$ cat src/design/tepq_pkg.sv
package tepq_pkg;

  // fixed widths of the item fields
  localparam int OP_W      = 2;
  localparam int SLOT_ID_W = 3;
  localparam int CYC_W     = 32;

  // operation codes
  typedef enum logic [OP_W-1:0] {
    OP_INSERT = 2'd0,
    OP_REMOVE = 2'd1,
    OP_POP    = 2'd2,
    OP_NONE   = 2'd3
  } op_e;

  // sequencer states, one-hot
  typedef enum logic [3:0] {
    ST_IDLE  = 4'b0001,
    ST_SCAN  = 4'b0010,
    ST_DRAIN = 4'b0100,
    ST_DONE  = 4'b1000
  } state_e;

  // update command to the queue order tracker
  typedef struct packed {
    logic ins;
    logic del;
  } order_upd_t;

endpackage

$ cat src/design/tepq_ram.sv
module tepq_ram #(
  parameter int DEPTH  = 8,
  parameter int ADDR_W = 3,
  parameter int WIDTH  = 32
) (
  input  logic              clk_i,
  input  logic              we_i,
  input  logic [ADDR_W-1:0] waddr_i,
  input  logic [WIDTH-1:0]  wdata_i,
  input  logic              re_i,
  input  logic [ADDR_W-1:0] raddr_i,
  output logic [WIDTH-1:0]  rdata_o
);

  logic [WIDTH-1:0] mem_q [DEPTH];
  logic [WIDTH-1:0] rdata_q;

  // one write port, one registered read port
  always_ff @(posedge clk_i) begin
    if (we_i) begin
      mem_q[waddr_i] <= wdata_i;
    end
    if (re_i) begin
      rdata_q <= mem_q[raddr_i];
    end
  end

  assign rdata_o = rdata_q;

endmodule

$ cat src/design/tepq_order.sv
module tepq_order #(
  parameter int NUM_SLOTS = 8,
  parameter int SLOT_W    = 3
) (
  input  logic                    clk_i,
  input  logic                    rst_ni,
  input  tepq_pkg::order_upd_t    upd_i,
  input  logic [SLOT_W-1:0]       upd_slot_i,
  input  logic [SLOT_W-1:0]       rd_row_i,
  input  logic [SLOT_W-1:0]       rd_col_i,
  output logic [NUM_SLOTS-1:0]    queued_o,
  output logic                    before_o
);
  import tepq_pkg::*;

  logic [NUM_SLOTS-1:0] queued_q;
  logic [NUM_SLOTS-1:0] before_q [NUM_SLOTS];

  // queued flags and insertion order matrix
  always_ff @(posedge clk_i or negedge rst_ni) begin
    if (!rst_ni) begin
      queued_q <= '0;
      for (int i = 0; i < NUM_SLOTS; i++) begin
        before_q[i] <= '0;
      end
    end else if (upd_i.ins) begin
      // every other queued slot now precedes the new entry on a tie
      for (int j = 0; j < NUM_SLOTS; j++) begin
        if (j != int'(upd_slot_i) && queued_q[j]) begin
          before_q[j][upd_slot_i] <= 1'b1;
        end
      end
      before_q[upd_slot_i] <= '0;
      queued_q[upd_slot_i] <= 1'b1;
    end else if (upd_i.del) begin
      before_q[upd_slot_i] <= '0;
      queued_q[upd_slot_i] <= 1'b0;
    end
  end

  assign queued_o = queued_q;
  assign before_o = before_q[rd_row_i][rd_col_i];

endmodule

$ cat src/design/timed_event_priority_queue.sv
// after the input transfer the sequencer runs the scan, drain and done states, then loads the result
//   into the output register when it is free; a new item is taken only in idle, and the head scan
//   reads one deadline per cycle through the single read port of the deadline ram
// a finished result waits in the output register while the next item is taken
// reset: queue empty, no head, no pending result; the deadline ram is not cleared
module timed_event_priority_queue #(
  parameter int NUM_SLOTS  = 8,
  parameter int CYCLE_BITS = 32
) (
  input  logic                           clk_i,
  input  logic                           rst_ni,
  input  logic                           in_valid_i,
  output logic                           in_ready_o,
  input  logic [tepq_pkg::OP_W-1:0]      op_i,
  input  logic [tepq_pkg::SLOT_ID_W-1:0] slot_id_i,
  input  logic [tepq_pkg::CYC_W-1:0]     due_cycle_i,
  output logic                           out_valid_o,
  input  logic                           out_ready_i,
  output logic                           popped_valid_o,
  output logic [tepq_pkg::SLOT_ID_W-1:0] popped_slot_o,
  output logic [tepq_pkg::CYC_W-1:0]     popped_cycle_o,
  output logic                           head_valid_o,
  output logic [tepq_pkg::SLOT_ID_W-1:0] head_slot_o,
  output logic [tepq_pkg::CYC_W-1:0]     head_cycle_o
);
  import tepq_pkg::*;

  localparam int SLOT_W = (NUM_SLOTS > 1) ? $clog2(NUM_SLOTS) : 1;
  localparam logic [SLOT_W-1:0] LAST_SLOT = SLOT_W'(NUM_SLOTS - 1);

  state_e                state_q, state_d;
  logic                  in_fire;
  op_e                   op;
  logic                  slot_ok;
  logic [SLOT_W-1:0]     in_slot;

  order_upd_t            upd;
  logic [SLOT_W-1:0]     upd_slot;
  logic [NUM_SLOTS-1:0]  queued;
  logic                  before_bit;

  logic                  ram_we;
  logic                  ram_re;
  logic [CYCLE_BITS-1:0] ram_rdata;

  logic                  pop_take;
  logic                  pop_vld_q;
  logic [SLOT_W-1:0]     pop_slot_q;
  logic [CYCLE_BITS-1:0] pop_cyc_q;

  logic [SLOT_W-1:0]     cnt_q;
  logic                  cmp_vld_q;
  logic [SLOT_W-1:0]     cmp_idx_q;
  logic                  take;

  logic                  best_vld_q;
  logic [SLOT_W-1:0]     best_slot_q;
  logic [CYCLE_BITS-1:0] best_cyc_q;

  logic                  out_load;
  logic                  out_valid_q;
  logic                  o_pop_vld_q;
  logic [SLOT_ID_W-1:0]  o_pop_slot_q;
  logic [CYC_W-1:0]      o_pop_cyc_q;
  logic                  o_head_vld_q;
  logic [SLOT_ID_W-1:0]  o_head_slot_q;
  logic [CYC_W-1:0]      o_head_cyc_q;

  // input transfer decode
  assign in_ready_o = (state_q == ST_IDLE);
  assign in_fire    = in_valid_i && in_ready_o;
  assign op         = op_e'(op_i);
  assign slot_ok    = int'(slot_id_i) < NUM_SLOTS;
  assign in_slot    = SLOT_W'(slot_id_i);

  // state updates issued at the input transfer; pop takes the current head
  always_comb begin
    upd      = '0;
    upd_slot = in_slot;
    ram_we   = 1'b0;
    pop_take = 1'b0;
    if (in_fire) begin
      case (op)
        OP_INSERT: begin
          if (slot_ok) begin
            upd.ins = 1'b1;
            ram_we  = 1'b1;
          end
        end
        OP_REMOVE: begin
          if (slot_ok) begin
            upd.del = 1'b1;
          end
        end
        OP_POP: begin
          if (best_vld_q) begin
            upd.del  = 1'b1;
            upd_slot = best_slot_q;
            pop_take = 1'b1;
          end
        end
        default: begin
        end
      endcase
    end
  end

  // deadline store; writes happen only at the transfer, reads only in the scan
  assign ram_re = (state_q == ST_SCAN);

  tepq_ram #(
    .DEPTH  (NUM_SLOTS),
    .ADDR_W (SLOT_W),
    .WIDTH  (CYCLE_BITS)
  ) u_ram (
    .clk_i   (clk_i),
    .we_i    (ram_we),
    .waddr_i (in_slot),
    .wdata_i (CYCLE_BITS'(due_cycle_i)),
    .re_i    (ram_re),
    .raddr_i (cnt_q),
    .rdata_o (ram_rdata)
  );

  tepq_order #(
    .NUM_SLOTS (NUM_SLOTS),
    .SLOT_W    (SLOT_W)
  ) u_order (
    .clk_i      (clk_i),
    .rst_ni     (rst_ni),
    .upd_i      (upd),
    .upd_slot_i (upd_slot),
    .rd_row_i   (cmp_idx_q),
    .rd_col_i   (best_slot_q),
    .queued_o   (queued),
    .before_o   (before_bit)
  );

  // sequencer
  always_comb begin
    state_d  = state_q;
    out_load = 1'b0;
    case (state_q)
      ST_IDLE: begin
        if (in_fire) begin
          state_d = ST_SCAN;
        end
      end
      ST_SCAN: begin
        if (cnt_q == LAST_SLOT) begin
          state_d = ST_DRAIN;
        end
      end
      ST_DRAIN: begin
        state_d = ST_DONE;
      end
      ST_DONE: begin
        if (!out_valid_q || out_ready_i) begin
          out_load = 1'b1;
          state_d  = ST_IDLE;
        end
      end
      default: begin
        state_d = ST_IDLE;
      end
    endcase
  end

  // a queued candidate beats the best so far: no best yet, earlier deadline, or older on a tie
  assign take = cmp_vld_q && queued[cmp_idx_q] &&
                (!best_vld_q || (ram_rdata < best_cyc_q) ||
                 ((ram_rdata == best_cyc_q) && before_bit));

  // control registers: state, scan counter, compare stage, head, pop flag
  always_ff @(posedge clk_i or negedge rst_ni) begin
    if (!rst_ni) begin
      state_q    <= ST_IDLE;
      cnt_q      <= '0;
      cmp_vld_q  <= 1'b0;
      cmp_idx_q  <= '0;
      best_vld_q <= 1'b0;
      pop_vld_q  <= 1'b0;
    end else begin
      state_q   <= state_d;
      cmp_vld_q <= (state_q == ST_SCAN);
      cmp_idx_q <= cnt_q;
      if (in_fire) begin
        cnt_q      <= '0;
        best_vld_q <= 1'b0;
        pop_vld_q  <= pop_take;
      end else begin
        if (state_q == ST_SCAN) begin
          cnt_q <= SLOT_W'(cnt_q + 1'b1);
        end
        if (take) begin
          best_vld_q <= 1'b1;
        end
      end
    end
  end

  // head and popped payload
  always_ff @(posedge clk_i) begin
    if (in_fire) begin
      pop_slot_q <= pop_take ? best_slot_q : '0;
      pop_cyc_q  <= pop_take ? best_cyc_q : '0;
    end else if (take) begin
      best_slot_q <= cmp_idx_q;
      best_cyc_q  <= ram_rdata;
    end
  end

  // output register
  always_ff @(posedge clk_i or negedge rst_ni) begin
    if (!rst_ni) begin
      out_valid_q <= 1'b0;
    end else if (out_load) begin
      out_valid_q <= 1'b1;
    end else if (out_ready_i) begin
      out_valid_q <= 1'b0;
    end
  end

  always_ff @(posedge clk_i) begin
    if (out_load) begin
      o_pop_vld_q   <= pop_vld_q;
      o_pop_slot_q  <= SLOT_ID_W'(pop_slot_q);
      o_pop_cyc_q   <= CYC_W'(pop_cyc_q);
      o_head_vld_q  <= best_vld_q;
      o_head_slot_q <= best_vld_q ? SLOT_ID_W'(best_slot_q) : '0;
      o_head_cyc_q  <= best_vld_q ? CYC_W'(best_cyc_q) : '0;
    end
  end

  assign out_valid_o    = out_valid_q;
  assign popped_valid_o = o_pop_vld_q;
  assign popped_slot_o  = o_pop_slot_q;
  assign popped_cycle_o = o_pop_cyc_q;
  assign head_valid_o   = o_head_vld_q;
  assign head_slot_o    = o_head_slot_q;
  assign head_cycle_o   = o_head_cyc_q;

  // checks
  a_no_ram_overlap: assert property (@(posedge clk_i) disable iff (!rst_ni)
    !(ram_we && ram_re))
    else $error("deadline ram written during scan");

  a_head_iff_queued: assert property (@(posedge clk_i) disable iff (!rst_ni)
    (state_q == ST_DONE) |-> (best_vld_q == (|queued)))
    else $error("head validity disagrees with queued flags");

  a_head_is_queued: assert property (@(posedge clk_i) disable iff (!rst_ni)
    (state_q == ST_DONE && best_vld_q) |-> queued[best_slot_q])
    else $error("head slot not queued");

  a_popped_gone: assert property (@(posedge clk_i) disable iff (!rst_ni)
    (state_q == ST_DONE && pop_vld_q) |-> !queued[pop_slot_q])
    else $error("popped slot still queued");

endmodule
$ cat config.mk
export PLATFORM = sky130hd
export DESIGN_NAME = timed_event_priority_queue
export DESIGN_NICKNAME = d
export VERILOG_FILES = /design/src/design/tepq_pkg.sv /design/src/design/tepq_ram.sv /design/src/design/tepq_order.sv /design/src/design/timed_event_priority_queue.sv
export SDC_FILE = /design/constraint.sdc
export NUM_CORES = 1
export LEC_CHECK = 0
export ABC_CLOCK_PERIOD_IN_PS = 7300
export BUFFER_PORTS_ARGS = -buffer_cell sky130_fd_sc_hd__buf_2
export CAP_MARGIN = 20
export CORE_ASPECT_RATIO = 0.9
export CORE_MARGIN = 5
export CORE_UTILIZATION = 61
export CTS_CLUSTER_SIZE = 25
export DETAILED_ROUTE_END_ITERATION = 7
export PLACE_DENSITY = 0.82
export SYNTH_ARGS = -nofsm -noshare
export SYNTH_HDL_FRONTEND = slang
export SYNTH_SLANG_ARGS = --single-unit
$ cat constraint.sdc
create_clock -name clk_i -period 7.3 [get_ports clk_i]
set_input_delay 1.46 -clock clk_i [delete_from_list [all_inputs] [get_ports clk_i]]
set_output_delay 1.46 -clock clk_i [all_outputs]
set_load 0.05 [all_outputs]
After elaboration in Yosys (flattened, before gate mapping):

Memories as Yosys holds them, arrays and structs flattened. A register that Yosys moved wholly into a read port is not among the register bits.
Index checks and enable logic that the tools add are counted.

* bits in registers: 228
* memory bits (writable): 256
* input bits: 41
* word-level logic and storage cells: 153
* memories kept: 1

Memory list
* u_ram.mem_q: words 8, bits a word 32, rd ports 1, clocked after memory_dff 1, write ports 1, line tepq_ram.sv:15 `logic [WIDTH-1:0] mem_q [DEPTH];`

* add/sub/neg operators: 1
* $lt $le $gt $ge: 8
* equality and inequality tests: 18
* muxes and demuxes: 55
* bitwise gates (word level): 17
* reduce and logical (&&, ||, !) cells: 27

Operators by type and width (count)
* 8-bit two-way mux: 21
* 64-bit AND: 2
* 64-bit two-way mux: 2
* 8-bit bitwise OR: 9
* 64-bit NOT: 1
* 32-bit == test: 1
* 32-bit less-than comparator: 1
* 8-bit binary-select mux with 3-bit select: 1
* 8-bit demux with 3-bit select: 1
* 1-bit two-way mux: 16
* 4-bit one-hot mux with 4 select lines: 1
* 3-bit two-way mux: 5
* 1-bit logical AND: 14
* 3-bit by 4-bit less-than comparator with 1-bit output (second input constant): 3
* 4-bit two-way mux: 3
* 3-bit != test (first input constant): 4
* 8-bit AND: 1
* 4-bit greater-or-equal comparator (second input constant): 2
* 3-bit NOT with 4-bit output: 2
* 8-bit NOT: 1
* 2-bit nonzero test: 4
* 1-bit binary-select mux with 3-bit select: 2
* 2-bit by 3-bit != test with 1-bit output (first input constant): 2
* 4-bit by 1-bit == test with 1-bit output (second input constant): 1
* other kinds (22): 26

Longest topological paths before layout:

* depth after elaboration: 12
* depth in mapped cells: 10
* depth with buffers taken out: 8

Modules after synthesis:

From an unflattened synthesis, not the netlist that was laid out.

* cell total of the unflattened synthesis: 1107
* area total of the unflattened synthesis: 20284.5 um2

Modules (own cells, without submodules)
* tepq_ram: times used 1, cells each 415, area each 10786.6 um2, sequential area each 8648.3 um2
* timed_event_priority_queue: times used 1, cells each 405, area each 6337.3 um2, sequential area each 4615.7 um2
* tepq_order: times used 1, cells each 287, area each 3160.5 um2, sequential area each 1801.7 um2

Worst setup path before layout:

No wires, ideal clock.

* kind: input to register
* start point: input in_valid_i
* end point: memory u_ram.mem_q[0][0], enable pin
* library setup time: 0.501 ns
* data arrival time: 5.766 ns
* required time: 6.799 ns
* setup slack: 1.033 ns
* cell stages on the path: 5
* path buffers: 1
* cells stage by stage: nand2_2 inv_2 nand2_2 clkbuf_1 nor4_1

* longest elaborated chain between the ends: 4

RTL lines
* start, declared: line timed_event_priority_queue.sv:12 `input logic in_valid_i,`
* 1-bit logical AND: line timed_event_priority_queue.sv:71 `assign in_fire = in_valid_i && in_ready_o;`
* via in_fire: line timed_event_priority_queue.sv:32 `logic in_fire;`
* 1-bit two-way mux: line timed_event_priority_queue.sv:82 `if (in_fire) begin`
* 1-bit two-way mux: line tepq_ram.sv:20 `if (we_i) begin`
* 1-bit two-way mux (not written as such): line tepq_ram.sv:21 `mem_q[waddr_i] <= wdata_i;`
* end, declared: line tepq_ram.sv:15

The timed path passes the listed nets, and every way through them passes these cells.

==> results_dict.tcl <==
set metrics [dict create \
    leakagePower_nw 8.20 \
    power_frac_seq 0.520 \
    dpl.hpwl_um 25500 \
    port_buffers 114 \
    core_um2 32900 \
    nets 1361 \
    fin_util 0.697 \
    grt_max_degree 70 \
    p_sw_mw 1.86 \
    cap_violations 0 \
    synth_area_leaders "edfxtp_1, dfrtp_1, mux4_2" \
    synth_area_per_cell_um2 17.5 \
    rsz0062_at_grt "no" \
    syn_inst 1158 \
    cts_hold_buf 0 \
    criticalPathCategory "register to register" \
    combPwrFrac 0.142 \
    ys.warnings.count 0 \
    initialDrtViolationCount 962 \
    ys_ff_latch 516 \
    slew_headroom 0.259 \
    wl_per_cell_um 24.3 \
    place.gp.congestion 0.853 \
    ant_nets 0 \
    critPathSlowestCell "dfstp_2" \
    grt_pass1_wl_um 65700 \
    yosysMostFrequentCell "edfxtp_1" \
    dr.pass1.iters 5 \
    ys_types 51 \
    syn-num-nets 1236 \
    p_per_area_nw_per_um2 312 \
    fin_ws_ps 3680 \
    yosysTopAreaCell "edfxtp_1" \
    grt_pass1_vias 11000 \
    cts.sinks 516 \
    critPathTopFamily "simple AND/OR/NAND/NOR gates" \
    ioPinCount 115 \
    num_rows 63 \
    max_slew.worst_pin.slew_ps 1110 \
    dp_slack_ps 2830 \
    post-route-drc-count 0 \
    p_clk_frac 0.337 \
    fin_skew_ps 13.5 \
    dieHeight_um 183 \
    die-area_um2 37000 \
    synth-seq-area-share 0.743 \
    post-cts-setup-buffer-count 0 \
    area_growth_pct 13.0 \
    cp-start-kind "register" \
    finalSetupViolations 0 \
    p_int_mw 5.30 \
    finalHoldViolCount 0 \
    dr_total_vias 10800 \
    overflow 0 \
    max_stage_delay_ps 600 \
    hp-class "register to register" \
    drive_above_1_share 0.260 \
    synth_edf_count 430 \
    die_w_um 202 \
    cts_root_buffer "clkbuf_16" \
    clock_latency_ps 570 \
    avgViaCountPerCell 6.19 \
    swShare 0.260 \
    grt_antenna_before_repair 7 \
    setup-tns-final_ps 0 \
    cts-resized-gates 0 \
    ir_drop_mv 0.209 \
    outcome "complete, no violations" \
    cts_tree "done" \
    endpoint_kind "register" \
    netlist.area_leader.share 0.637 \
    fmax_mhz 276 \
    crit_fanout 43 \
    numCtsBuffers 49 \
    dominantRegCellSynth "edfxtp_1" \
    crit_chain "nor4b_4 -> nand2_2 -> inv_2 -> buf_4 -> o21a_1 -> buf_4 -> and3_1 -> o22ai_1" \
    wl_um 42500 \
    cp.arrival_ps 4050 \
    drv_slew 0 \
    htree_levels 2 \
    fin_crit_sh 0.496 \
    final.min_clock_period_ps 3620 \
    ys_async_sr_fraction 0.167 \
    crit_top_cell "buf_4" \
    crit_required_ps 7730 \
    grt_usage 0.231 \
    synthTopCellsByCount "edfxtp_1, dfrtp_1, nor2_1, mux4_2, a31oi_1" \
    cp_num_buf_inv 3 \
    cts_buffer_depth 3 \
    start_util 0.617 \
    synth_area_um2 20300 \
    clkTransAtPathRegs_ps 60 \
]
[layout by cell type, fill, tap and decap left out, drive strengths merged, types with 14 or more instances in the layout]
cell type	instances
clkbuf	66
o21ai	20
a31oi	46
nand2	21
dfrtp	85
clkinv	18
mux2i	28
and2	40
mux2	33
buf	132
nor2	97
edfxtp	430
mux4	72
inv	44
nor2b	14
nor3	40
ha	37
a21oi	27
[routing by layer]
metal | GRT usage | wire (µm) | share of wire
met4 | 0.0777 | 1260 | 0.030
met2 | 0.368 | 20700 | 0.49
met5 | 0 | 37 | 0.00087
met1 | 0.331 | 17200 | 0.41
met3 | 0.0451 | 3310 | 0.078
[per-stage QoR]
| stage | power, mW | hold slack, ps | cell area (µm²) | std cells |
|---|---|---|---|---|
| after floorplan | 4.44 | 378 | 20300 | 1158 |
| after global placement | 4.73 | 402 | 21300 | 1650 |
| after detailed placement | 4.78 | 405 | 21300 | 1651 |
| after CTS | 7.19 | 423 | 22900 | 1740 |
| after global routing | 7.43 | 429 | 22900 | 1745 |
| final | 7.16 | 420 | 22900 | 1746 |
[power groups by stage]
| stage | Clock [mW] | Sequential (mW) | Combinational (mW) |
|---|---|---|---|
| after global placement | 0 | 3.77 | 0.961 |
| final | 2.41 | 3.72 | 1.02 |
| after detailed placement | 0 | 3.78 | 0.996 |
| after CTS | 2.45 | 3.72 | 1.01 |
| after floorplan | 0 | 3.58 | 0.862 |
| after global routing | 2.58 | 3.75 | 1.11 |
[final timing paths]
check | start | to | slack (ps) | depth (start not counted)
worst min-delay path | pop_cyc_q[14] | popped_cycle_o[14] | 420 | 0
worst max register to register | state_q[0] | register | 3680 | 8
worst max-delay path | state_q[0] | register | 3680 | 8
max in group asynchronous | rst_ni | cnt_q[0] | 5300 | 2
min in group asynchronous | rst_ni | u_order.before_q[27] | 750 | 1
worst min register to register | pop_cyc_q[14] | popped_cycle_o[14] | 420 | 0
[sequential cells by signal, summed over array words and instances (netlist names), 3 cells and up, named ones only]
signal,count
popped_cycle_o,32
head_slot_o,3
u_order.before_q,64
u_ram.rdata_o,32
u_ram.mem_q,256
cmp_idx_q,3
pop_cyc_q,32
cnt_q,3
popped_slot_o,3
best_slot_q,3
state_q,4
best_cyc_q,32
head_cycle_o,32
pop_slot_q,3
[kinds of logic after synthesis]
family | share of synthesized area
flops | 0.743
simple gates | 0.0651
mux | 0.113
compound gates | 0.0357
buf+inv | 0.0200
fa+ha+maj | 0.0228
xor+xnor | 0.000432
[cell type report]
cell class | instances | area, µm²
diodes | 3 | 7.51
fillers | 1952 | 9950
clock inverters | 23 | 145
well taps | 422 | 528
inverters | 41 | 154
clock buffers | 66 | 1380
repair buffers | 132 | 741
multi-input cells | 543 | 4890
flip-flops and latches | 516 | 15100
No activity file was read; power rests on OpenSTA's default activity.
